## src/hw/rtl/fomap_pkg.sv

```systemverilog
`timescale 1ns / 1ps
package fomap_pkg;
    localparam int MaxExtents = 8;
    localparam int MaxStrips  = 16;
    localparam int ExtW   = $clog2(MaxExtents);
    localparam int StripW = $clog2(MaxStrips);
    localparam int StripAddrW = ExtW + StripW;

    localparam logic [1:0] MODE_MAP    = 2'd0;
    localparam logic [1:0] MODE_SIMPLE = 2'd1;
    localparam logic [1:0] MODE_HEADER = 2'd2;
    localparam logic [1:0] MODE_STRIP  = 2'd3;

    localparam logic [1:0] ST_MAPPED = 2'd0;
    localparam logic [1:0] ST_ERROR  = 2'd1;
    localparam logic [1:0] ST_WRITE  = 2'd2;

    localparam logic [1:0] REG_KIND  = 2'd0;
    localparam logic [1:0] REG_COUNT = 2'd1;
    localparam logic [1:0] REG_FSIZE = 2'd2;

    // divider request and reply
    typedef struct packed {
        logic        start;
        logic [63:0] dividend;
        logic [63:0] divisor;
    } div_req_t;

    typedef struct packed {
        logic        done;
        logic [63:0] quotient;
        logic [63:0] remainder;
    } div_rsp_t;
endpackage

```

## src/hw/rtl/fomap_divider.sv

```systemverilog
`timescale 1ns / 1ps
module fomap_divider
    import fomap_pkg::*;
(
    input  logic     clk,
    input  logic     rst_n,
    input  div_req_t req,
    output div_rsp_t rsp
);
    // restoring divider, one quotient bit a cycle
    logic [63:0] quot_reg, quot_next;
    logic [63:0] rem_reg, rem_next;
    logic [63:0] dsr_reg, dsr_next;
    logic [6:0]  cnt_reg, cnt_next;
    logic        busy_reg, busy_next;
    logic        done_reg, done_next;
    logic [64:0] shifted;
    logic [64:0] diff;

    always_comb
    begin
        shifted   = {rem_reg, quot_reg[63]};
        diff      = shifted - {1'b0, dsr_reg};
        quot_next = quot_reg;
        rem_next  = rem_reg;
        dsr_next  = dsr_reg;
        cnt_next  = cnt_reg;
        busy_next = busy_reg;
        done_next = 1'b0;
        if (req.start)
        begin
            quot_next = req.dividend;
            rem_next  = 64'd0;
            dsr_next  = req.divisor;
            cnt_next  = 7'd0;
            busy_next = 1'b1;
        end
        else if (busy_reg)
        begin
            if (!diff[64])
            begin
                rem_next  = diff[63:0];
                quot_next = {quot_reg[62:0], 1'b1};
            end
            else
            begin
                rem_next  = shifted[63:0];
                quot_next = {quot_reg[62:0], 1'b0};
            end
            cnt_next = cnt_reg + 7'd1;
            if (cnt_reg == 7'd63)
            begin
                busy_next = 1'b0;
                done_next = 1'b1;
            end
        end
    end

    always_ff @(posedge clk or negedge rst_n)
    begin
        if (!rst_n)
        begin
            busy_reg <= 1'b0;
            done_reg <= 1'b0;
            cnt_reg  <= 7'd0;
        end
        else
        begin
            busy_reg <= busy_next;
            done_reg <= done_next;
            cnt_reg  <= cnt_next;
        end
    end

    always_ff @(posedge clk)
    begin
        quot_reg <= quot_next;
        rem_reg  <= rem_next;
        dsr_reg  <= dsr_next;
    end

    assign rsp.done      = done_reg;
    assign rsp.quotient  = quot_reg;
    assign rsp.remainder = rem_reg;
endmodule

```

## config.mk

```make
export PLATFORM = sky130hd
export DESIGN_NAME = fomap_divider
export DESIGN_NICKNAME = d
export VERILOG_FILES = /design/src/hw/rtl/fomap_pkg.sv /design/src/hw/rtl/fomap_divider.sv
export SDC_FILE = /design/constraint.sdc
export NUM_CORES = 1
export LEC_CHECK = 0
export ABC_CLOCK_PERIOD_IN_PS = 7400
export BUFFER_PORTS_ARGS = -buffer_cell sky130_fd_sc_hd__buf_4
export CAP_MARGIN = 20
export CORE_ASPECT_RATIO = 0.5
export CORE_MARGIN = 1
export CORE_UTILIZATION = 42
export DETAILED_ROUTE_END_ITERATION = 8
export MAX_ROUTING_LAYER = met4
export SKIP_LAST_GASP = 1
export SLEW_MARGIN = 10
export SYNTH_ARGS = -nofsm -noshare
export SYNTH_HDL_FRONTEND = slang
export SYNTH_SLANG_ARGS = --single-unit
```

## constraint.sdc

```tcl
create_clock -name clk -period 7.4 [get_ports clk]
set_clock_uncertainty 0.2 [all_clocks]
set_input_delay 0.37 -clock clk [delete_from_list [all_inputs] [get_ports clk]]
set_output_delay 0.37 -clock clk [all_outputs]
set_load 0.005 [all_outputs]
```

# Word level (Yosys, flattened, before mapping)
# Cells that the tools add are included.
# word_totals
register_bits	201
inputBits	131
output_inout_bits	129
elab_cells	22
# classes
addsub	2
eq_ne	1
muxes	12
reduce_logical	1
# op_table
cell	count
2-to-1 mux 64 bit	3
subtractor 65 x 64 -> 65 bit	1
2-to-1 mux 7 bit	2
adder 7 x 1 -> 7 bit, second input constant	1
equality test 7 x 6 -> 1 bit, second input constant	1
2-to-1 mux 1 bit	7
nonzero test 2 bit	1

# Depth between registers and ports, before layout
# Gate-level depths: netlist of the first run.
# depth
word_depth	4
depth_mapped	15
depth_no_buf	13

# Least setup slack after synthesis of the first run
# Ideal clock, no wire load.
# synth_path
kind	register -> register
startpoint	register quot_reg[63]
endpoint	register rem_reg[52]
setup_time_ns	0.073
arrival_ns	3.455
required_ns	7.127
path_slack_ns	3.672
path_stages_with_launch	14
n_path_buf	0
period_less_slack_ns	3.728
path_cell_list	edfxtp_1 inv_1 ha_1 fa_1 nor2b_1 o2111ai_1 a31oi_2 a2111oi_4 nor4_4 nor4_4 o21a_1 or3_1 or4_1 o211ai_2
# synth_between
elab_chain_len	2
# synth_lines
element	line	source
from (decl)	fomap_divider.sv:11	logic [63:0] quot_reg, quot_next;
from (signal assigned)	fomap_divider.sv:77	quot_reg <= quot_next;
subtractor 65 x 64 -> 65 bit	fomap_divider.sv:23	diff = shifted - {1'b0, dsr_reg};
2-to-1 mux 64 bit	fomap_divider.sv:40	if (!diff[64])
to (signal assigned)	fomap_divider.sv:78	rem_reg <= rem_next;
to (decl)	fomap_divider.sv:12	logic [63:0] rem_reg, rem_next;
# Every way passes these cells.
# A chain may end at the register's enable or synchronous reset.

# Worst setup path in the final report of the first run
# Ends and elaborated chain as after synthesis.

==> results.py, run 1 <==
metrics = {
    "yosys": {
        "netlist_top_cells_count": "nand2_1, edfxtp_1, nor2_1, inv_1, a21oi_1",
        "postSynthAreaPerCell_um2": 9.73,
        "synth_area_leaders": "edfxtp_1, dfxtp_1, ha_1",
        "yosys_warnings": 0,
        "synthArstFlopShare_pct": 4.48,
        "synth-seq-cells": 201,
        "ys_seq_area_share_pct": 44.5,
        "synth_edf_count": 128,
        "netlist_instances": 1235,
        "synthesis.area_mm2": 0.0120,
        "synth_fp_nets": 1432,
        "synth_most_common_cell": "nand2_1",
        "synth_top_area_share_pct": 32.0,
        "yosysTopAreaCell": "edfxtp_1",
        "yosysUniqueCellTypes": 72,
        "synth_ff_type": "edfxtp_1",
    },
    "critical_path": {
        "worstPathRequired_ns": 7.65,
        "crit_fanout": 32,
        "path_class": "reg2reg",
        "crit-reg2reg-launch": "quot_reg[63]",
        "slowest_stage": "or3_2",
        "crit_chain": "inv_1 > ha_1 > fa_1 > nor2b_1 > o2111ai_1 > a31oi_2 > a2111oi_4 > nor4_4 > nor4_4 > o21a_1 > or3_2 > buf_4 > or4_1 > o211ai_2",
        "critical_path.startpoint": "quot_reg[63]",
        "worstSetupStartpointType": "flop",
        "max_stage_delay_ns": 0.79,
        "end_kind": "flop",
        "cp.arrival_ns": 5.16,
        "path_common_cell": "nor4_4",
    },
    "global_route": {
        "grt_busiest_layer": "met2",
        "grt_start_max_net_pins": 71,
        "grt_use_total_pct": 24.7,
        "met3_usage_pct": 4.42,
        "use_met1_pct": 33.7,
        "grt_pass1_wl_um": 55800,
        "use_met2_pct": 39.3,
        "antenna_found_initial": 2,
        "grt_overflow": 0,
        "grt_pass1_vias": 10600,
    },
    "clock_tree": {
        "post_cts_buffers": 0,
        "clkSinkCount": 201,
        "clock_latency_ns": 0.53,
        "cts_buffer_depth": 3,
        "clock-root-buffer": "clkbuf_16",
        "cts_buffers": 21,
        "path_clk_slew_ns": 0.06,
        "htree_levels": 1,
        "cts_tree": "built",
    },
    "die": {
        "die_area_mm2": 0.0293,
        "rows": 43,
        "initial_utilization_pct": 43.0,
        "io_pins": 260,
        "die_h_um": 122,
        "core_mm2": 0.0279,
        "die_w_um": 241,
    },
    "final_layout": {
        "num-fill-cells": 2353,
        "post-route-util_pct": 58.1,
        "area_growth_pct": 35.0,
        "drive_above_1_share_pct": 23.9,
        "stdcell_count": 1985,
        "num-nets-final": 1783,
        "final_cell_area_mm2": 0.0162,
    },
    "sta": {
        "slew_headroom_pct": 35.9,
        "worst_pin_slew_ns": 0.953,
        "min_period_ns": 4.91,
        "slew_viol_final": 0,
        "rsz0062_at_grt": "false",
        "finalCritPeriodShare_pct": 66.4,
        "hold_violations": 0,
        "setup_violations": 0,
        "fmax_mhz": 204,
        "fin_ws_ns": 2.49,
        "holdWs_ns": 0.0929,
        "fin_setup_tns_ns": 0,
    },
    "placement": {
        "dpl-instance-area_mm2": 0.0142,
        "gp_congestion": 0.954,
        "dpl_worst_slack_ns": 2.55,
        "io_buffer_count": 259,
        "place_inst": 1815,
        "dpl.hpwl_um": 25100,
    },
    "route": {
        "viasPerCell": 5.44,
        "drt-initial-drc-count": 629,
        "routed_wl_um": 35600,
        "ant_nets": 0,
        "drc_errors": 0,
        "avgRoutedWirePerCell_um": 17.9,
        "via_count": 10800,
        "first_pass_iters": 5,
    },
    "status": {
        "status": "complete, no violations",
    },
    "pwr": {
        "peakVddDrop_mv": 0.146,
        "power.total_mw": 2.79,
        "pwr_density_cell_mw_per_mm2": 172,
        "leakagePower_nw": 7.04,
    },
    "worst_hold_path": {
        "min-delay-start": "req[128]",
        "hold_class": "in2reg",
    },
    "run": {
        "drv_cap": 0,
    },
}
timing repair:
| item | in CTS | in global routing |
|---|---|---|
| hold endpoints to repair | 137 | 0 |
| resized for setup | 0 | 0 |
| hold buffers | 130 | 0 |
where the power goes:
group / total, mW / internal, mW / switching, mW
Sequential: 1.30 / 1.27 / 0.0336
Clock: 1.08 / 0.613 / 0.467
Combinational: 0.411 / 0.225 / 0.186
Total: 2.79 / 2.11 / 0.686
cells in the final DEF, fill, tap and decap left out, drive strengths merged, types with 7 or more instances in the layout:
cell | netlist | layout
nor3 | 15 | 15
mux2i | 21 | 21
ha | 65 | 65
o211ai | 9 | 9
o21ai | 57 | 57
dlygate4sd3 | 0 | 130
mux2 | 63 | 63
o31ai | 10 | 10
xor2 | 23 | 23
buf | 14 | 267
nand3 | 28 | 28
a211oi | 17 | 17
a21o | 31 | 31
nand4 | 24 | 24
o21a | 10 | 10
inv | 87 | 88
clkinv | 0 | 7
dfrtp | 9 | 9
clkbuf | 55 | 28
o21bai | 11 | 11
dfxtp | 64 | 64
nand2 | 136 | 136
a31oi | 9 | 9
a311oi | 27 | 27
a21oi | 86 | 86
edfxtp | 128 | 128
nand2b | 10 | 10
xnor2 | 31 | 31
and3 | 8 | 8
nor2 | 91 | 91
final cells by class:
cell class | instances | area, µm² | share of cell area (%)
Sequential cell | 201 | 5350 | 33.0
Multi-Input combinational cell | 878 | 6080 | 37.5
Timing Repair Buffer | 397 | 3310 | 20.4
Tap cell | 382 | 478 | 2.95
Clock buffer | 28 | 572 | 3.53
Clock inverter | 10 | 98.8 | 0.609
Inverter | 87 | 327 | 2.01
Antenna cell | 2 | 5.00 | 0.0309
critical path, delay by kind of cell (launching register included):
family          cells  cell delay (ns)
fa+ha+maj           2             0.63
compound gates      5             1.15
flops               1             0.37
buf+inv             2             0.42
simple gates        5             2.03
routing by layer:
| layer | vias to the layer above | wire length [µm] |
|---|---|---|
| li1 | 5246 | - |
| met1 | 5238 | 16800 |
| met2 | 282 | 16400 |
| met3 | 41 | 1870 |
| met4 | 0 | 464 |
| met5 | - | 0 |
final timing paths:
check,end,slack [ns],depth (start not counted)
worst min-delay path,dsr_reg[47],0.09,1
worst min register to register,rem_reg[36],0.31,2
min in group asynchronous,cnt_reg[6],0.64,3
worst max register to register,rem_reg[52],2.49,14
worst max-delay path,rem_reg[52],2.49,14
max in group asynchronous,busy_reg,6.04,3
cells by family (layout without fill, tap and decap cells):
logic type	Yosys count	in the layout	synth area share, %
buffers and inverters	156	522	5.02
AO/OA/AOI/OAI	318	318	17.9
other	0	2	0
adder cells (fa/ha/maj)	66	66	6.94
XOR/XNOR	54	54	3.94
multiplexers	84	84	7.65
AND/OR/NAND/NOR	356	356	14.0
flip-flops	201	201	44.5
Note: power is estimated with default switching activity, not from simulation.
==> run 2: changes to the inputs <==
- ABC_CLOCK_PERIOD_IN_PS: 7400 -> 4500
- PLACE_DENSITY: unset -> 0.67
- clock period: 7.4 -> 4.5 ns (I/O delays scaled with it)
==> run 2 against run 1 <==
Effect of this change: final cell count increased by 0.30%; routed wire length increased by 3.1%; count of clock-buffer cells in the layout decreased by 1; hold slack improved by 0.11 ns; global-route usage increased by 0.71 points; critical path depth unchanged; first-iteration DRC count increased by 15%; cell area increased by 0.49%; non-clock buffer count increased by 5; critical path type unchanged; largest cell class unchanged.
==> results.py, run 2 (synthesized netlist as in run 1, its figures left out) <==
metrics = {
    "status": {
        "status": "complete, no violations",
    },
    "critical_path": {
        "worstPathRequired_ns": 4.68,
        "endpoint": "rem_reg[62]",
        "crit-reg2reg-launch": "quot_reg[63]",
        "critical_path.startpoint": "quot_reg[63]",
        "cp_top_family": "compound AO/OA/AOI/OAI gates",
        "path_depth": 14,
        "crit_buf_inv": 2,
        "max_stage_delay_ns": 0.55,
        "crit_fanout": 27,
        "worstSetupStartpointType": "flop",
        "cp.arrival_ns": 4.37,
        "slowest_stage": "or3_2",
        "rrSetupSlack_ns": 0.31,
        "crit_chain": "inv_1 > ha_1 > fa_1 > nor2b_1 > o2111ai_1 > a31oi_2 > a2111oi_4 > nor4_4 > nor4_4 > o21a_1 > or3_2 > buf_4 > a2111oi_0 > nor3_1",
        "path_common_cell": "nor4_4",
        "r2r-end": "rem_reg[62]",
        "rr_worst_depth": 14,
        "end_kind": "flop",
        "path_class": "reg2reg",
    },
    "global_route": {
        "grt_use_total_pct": 25.4,
        "grt_start_max_net_pins": 156,
        "grt_pass1_wl_um": 56900,
        "grt_pass1_vias": 10800,
        "grt_overflow": 0,
        "antenna_found_initial": 3,
    },
    "route": {
        "drt-initial-drc-count": 725,
        "routed_wl_um": 36700,
        "viasPerCell": 5.43,
        "via_count": 10800,
        "avgRoutedWirePerCell_um": 18.4,
        "drc_errors": 0,
        "first_pass_iters": 5,
        "ant_nets": 0,
    },
    "final_layout": {
        "stdcell_count": 1991,
        "num-nets-final": 1788,
        "num-fill-cells": 2377,
        "drive_above_1_share_pct": 24.2,
        "area_growth_pct": 35.7,
        "mostFrequentLayoutCells": "buf_4, nand2_1, dlygate4sd3_1, edfxtp_1, nor2_1",
        "final_common_cell": "buf_4",
    },
    "die": {
        "die_w_um": 241,
        "io_pins": 260,
        "die_h_um": 122,
        "rows": 43,
        "initial_utilization_pct": 43.0,
        "die_area_mm2": 0.0293,
        "core_mm2": 0.0279,
    },
    "sta": {
        "slew_viol_final": 0,
        "rsz0062_at_grt": "false",
        "finalCritPeriodShare_pct": 93.1,
        "setup_violations": 0,
        "slew_headroom_pct": 35.2,
        "worst_pin_slew_ns": 0.972,
        "min_period_ns": 4.19,
        "fin_setup_tns_ns": 0,
        "fmax_mhz": 239,
        "hold_violations": 0,
    },
    "clock_tree": {
        "clock_latency_ns": 0.54,
        "clock-root-buffer": "clkbuf_16",
        "cts_buffer_depth": 3,
        "cts_tree": "built",
        "clkSinkCount": 201,
        "cts_buffers": 21,
        "path_clk_slew_ns": 0.07,
        "htree_levels": 1,
        "cts_resized": 0,
    },
    "pwr": {
        "pwr_density_cell_mw_per_mm2": 286,
        "peakVddDrop_mv": 0.277,
        "leakagePower_nw": 7.07,
    },
    "placement": {
        "place_inst": 1819,
        "dpl.hpwl_um": 25200,
        "gp_congestion": 0.934,
        "io_buffer_count": 259,
    },
    "run": {
        "drv_cap": 0,
    },
    "worst_hold_path": {
        "hold_class": "in2reg",
    },
}
[run 2: worst register-to-register path, delay by kind of cell (launching register included)]
| kind | cells | cell delay, ns |
|---|---|---|
| AND/OR/NAND/NOR | 5 | 1.25 |
| AO/OA/AOI/OAI | 5 | 1.32 |
| flip-flops | 1 | 0.37 |
| adder cells (fa/ha/maj) | 2 | 0.61 |
| buffers and inverters | 2 | 0.32 |
[run 2: timing repair]
| action | CTS | global route |
|---|---|---|
| setup buffers | 0 | 0 |
| hold endpoints to repair | 159 | 0 |
| hold buffers | 131 | 0 |
[run 2: routing by layer]
| layer | share of wire (%) | track usage [%] |
|---|---|---|
| met5 | 0 | - |
| met2 | 47 | 41.9 |
| met1 | 45 | 32.3 |
| met3 | 6.4 | 5.67 |
| met4 | 1.7 | 4.94 |
[run 2: final cells by class]
type	instances	area, µm²	area share (%)
Multi-Input combinational cell	878	6080	37.3
Sequential cell	201	5350	32.8
Timing Repair Buffer	402	3360	20.6
Clock buffer	27	558	3.42
Tap cell	382	478	2.93
Inverter	87	327	2.00
Clock inverter	11	138	0.844
Antenna cell	3	7.51	0.0461
[run 2: worst min-delay path by stage]
stage,from,to,depth (start not counted)
after floorplan,rst_n,busy_reg,0
after global placement,rst_n,done_reg,1
after detailed placement,rst_n,cnt_reg[2],1
after CTS,req[47],dsr_reg[47],2
after global routing,req[44],dsr_reg[44],2
final,req[45],dsr_reg[45],2
[run 2: where the power goes]
| group | switching, mW | internal [mW] |
|---|---|---|
| Sequential | 0.0599 | 2.09 |
| Clock | 0.778 | 1.05 |
| Combinational | 0.310 | 0.372 |
| Total | 1.15 | 3.51 |
[run 2: metrics by stage]
step / worst slack, ns / power [mW] / hold slack, ns / instance area, µm² / util (%)
2_1_floorplan: 0.772 / 2.47 / -0.271 / 12000 / -
3_3_place_gp: 0.474 / 2.74 / -0.147 / 14300 / 51.2
3_5_place_dp: 0.403 / 2.76 / -0.145 / 14300 / 51.2
4_1_cts: 0.357 / 4.68 / 0.183 / 16300 / 58.4
5_1_grt: 0.0313 / 4.84 / 0.192 / 16300 / 58.4
6_report: 0.312 / 4.66 / 0.205 / 16300 / 58.4
==> run 3: changes to the inputs <==
- BUFFER_PORTS_ARGS: -buffer_cell sky130_fd_sc_hd__buf_4 -> -buffer_cell sky130_fd_sc_hd__buf_2
==> run 3 against run 2 <==
Effect of this change: hold slack lost 0.014 ns; largest power group unchanged; fmax shrank 1.2%; cell area shrank 3.7%.
==> results.py, run 3 (synthesized netlist as in run 1, its figures left out) <==
metrics = {
    "critical_path": {
        "crit-reg2reg-launch": "quot_reg[63]",
        "crit_fanout": 12,
        "r2r-end": "rem_reg[52]",
        "end_kind": "flop",
        "max_stage_delay_ns": 0.64,
        "path_class": "reg2reg",
        "crit_chain": "inv_1 > ha_1 > fa_1 > nor2b_1 > o2111ai_1 > a31oi_2 > a2111oi_4 > nor4_4 > nor4_4 > o21a_1 > or3_2 > or4_1 > o211ai_2",
        "slowest_stage": "or3_2",
        "rr_worst_depth": 13,
        "path_common_cell": "nor4_4",
        "rrSetupSlack_ns": 0.26,
        "worstSetupStartpointType": "flop",
        "cp.arrival_ns": 4.51,
        "worstPathRequired_ns": 4.77,
    },
    "route": {
        "ant_nets": 0,
        "viasPerCell": 5.49,
        "routed_wl_um": 35900,
        "drt-initial-drc-count": 682,
        "first_pass_iters": 5,
        "drc_errors": 0,
        "via_count": 10900,
        "avgRoutedWirePerCell_um": 18.0,
    },
    "worst_hold_path": {
        "min-delay-start": "req[59]",
        "min_delay_path_depth": 2,
        "holdPathEnd": "dsr_reg[59]",
        "hold_class": "in2reg",
    },
    "final_layout": {
        "post-route-util_pct": 56.2,
        "area_growth_pct": 30.6,
        "register_area_mm2": 0.00535,
        "num-fill-cells": 2394,
        "multi_input_comb_area_mm2": 0.00608,
        "final_common_cell": "buf_2",
        "mostFrequentLayoutCells": "buf_2, nand2_1, dlygate4sd3_1, edfxtp_1, nor2_1",
        "drive_above_1_share_pct": 24.4,
        "num-nets-final": 1788,
    },
    "sta": {
        "hold_violations": 0,
        "setup_violations": 0,
        "slew_headroom_pct": 33.2,
        "fmax_mhz": 236,
        "fin_setup_tns_ns": 0,
        "rsz0062_at_grt": "false",
        "slew_viol_final": 0,
        "worst_pin_slew_ns": 1.00,
        "min_period_ns": 4.24,
        "finalCritPeriodShare_pct": 94.2,
    },
    "die": {
        "io_pins": 260,
        "die_h_um": 122,
        "die_area_mm2": 0.0293,
        "initial_utilization_pct": 43.0,
        "die_w_um": 241,
        "rows": 43,
        "core_mm2": 0.0279,
    },
    "clock_tree": {
        "clock_latency_ns": 0.54,
        "clkSinkCount": 201,
        "cts_buffers": 20,
        "path_clk_slew_ns": 0.08,
        "htree_levels": 1,
        "post_cts_buffers": 0,
        "cts_tree": "built",
        "clock-root-buffer": "clkbuf_16",
        "cts_buffer_depth": 3,
    },
    "global_route": {
        "grt_pass1_vias": 10700,
        "grt_pass1_wl_um": 56000,
        "grt_use_total_pct": 24.8,
        "grt_overflow": 0,
        "grt_start_max_net_pins": 115,
        "antenna_found_initial": 2,
    },
    "pwr": {
        "peakVddDrop_mv": 0.217,
        "pwr_density_cell_mw_per_mm2": 295,
        "leakagePower_nw": 6.92,
    },
    "placement": {
        "io_buffer_count": 259,
        "gp_congestion": 0.951,
        "dpl.hpwl_um": 24800,
    },
    "run": {
        "drv_cap": 0,
    },
    "status": {
        "status": "complete, no violations",
    },
}
run 3: cell count changes in the layout (fill, tap and decap cells not counted), sizes merged:
cell / change
clkbuf: -5
clkinvlp: +3
buf: +1
inv: -1
diode: -1
bufinv: +1
run 3: stage by stage:
| stage | area [µm²] | total power [mW] | hold WS [ns] | setup slack, ns | std cells |
|---|---|---|---|---|---|
| 6_report | 15700 | 4.62 | 0.191 | 0.262 | 1989 |
| 5_1_grt | 15700 | 4.79 | 0.181 | 0.00454 | 1989 |
| 4_1_cts | 15700 | 4.65 | 0.179 | 0.244 | 1987 |
| 3_5_place_dp | 13600 | 2.69 | -0.103 | 0.297 | 1820 |
| 3_3_place_gp | 13600 | 2.68 | -0.112 | 0.419 | 1820 |
| 2_1_floorplan | 12000 | 2.47 | -0.271 | 0.772 | 1235 |
run 3: metal layers:
metal | share of wire, % | GRT usage (%) | routed length [µm] | vias to the layer above
li1 | - | - | - | 5265
met1 | 45 | 32.0 | 16200 | 5226
met2 | 46 | 39.9 | 16700 | 359
met3 | 5.7 | 4.51 | 2050 | 67
met4 | 2.7 | 7.12 | 975 | 0
met5 | 0 | - | 0 | -
run 3: how the worst max path moves through the flow:
stage | end | slack (ns) | from | cells past startpoint
after floorplan | rem_reg[52] | 0.77 | quot_reg[63] | 13
final | rem_reg[52] | 0.26 | quot_reg[63] | 13
after detailed placement | rem_reg[1] | 0.30 | quot_reg[63] | 13
after CTS | rem_reg[1] | 0.24 | quot_reg[63] | 13
after global placement | rem_reg[52] | 0.42 | quot_reg[63] | 13
after global routing | rem_reg[62] | 0.005 | quot_reg[63] | 14
run 3: area by class of cell:
cell class | count | area share (%)
well taps | 382 | 3.05
flip-flops and latches | 201 | 34.1
clock buffers | 22 | 3.30
diodes | 2 | 0.0319
multi-input cells | 878 | 38.8
inverters | 87 | 2.08
clock inverters | 14 | 1.31
repair buffers | 403 | 17.4
run 3: where the power goes:
part	switching, mW	internal [mW]	leakage, nW	total, mW
sequential	0.0554	2.09	1.94	2.14
clock	0.790	1.08	0.336	1.87
combinational	0.305	0.310	4.64	0.615
total	1.15	3.47	6.92	4.62
run 3: repair_timing:
action / in CTS / in global routing
hold buffers: 131 / 0
resized for setup: 0 / 2
endpoints found under the hold margin: 138 / 0
endpoints found under the setup margin: 0 / 7
run 3: critical path: cells and delay by family, from the launching register on:
kind                     cells  cell delay, ns
AO/OA/AOI/OAI                5            1.10
buffers and inverters        1            0.06
AND/OR/NAND/NOR              5            1.82
flip-flops                   1            0.36
adder cells (fa/ha/maj)      2            0.63
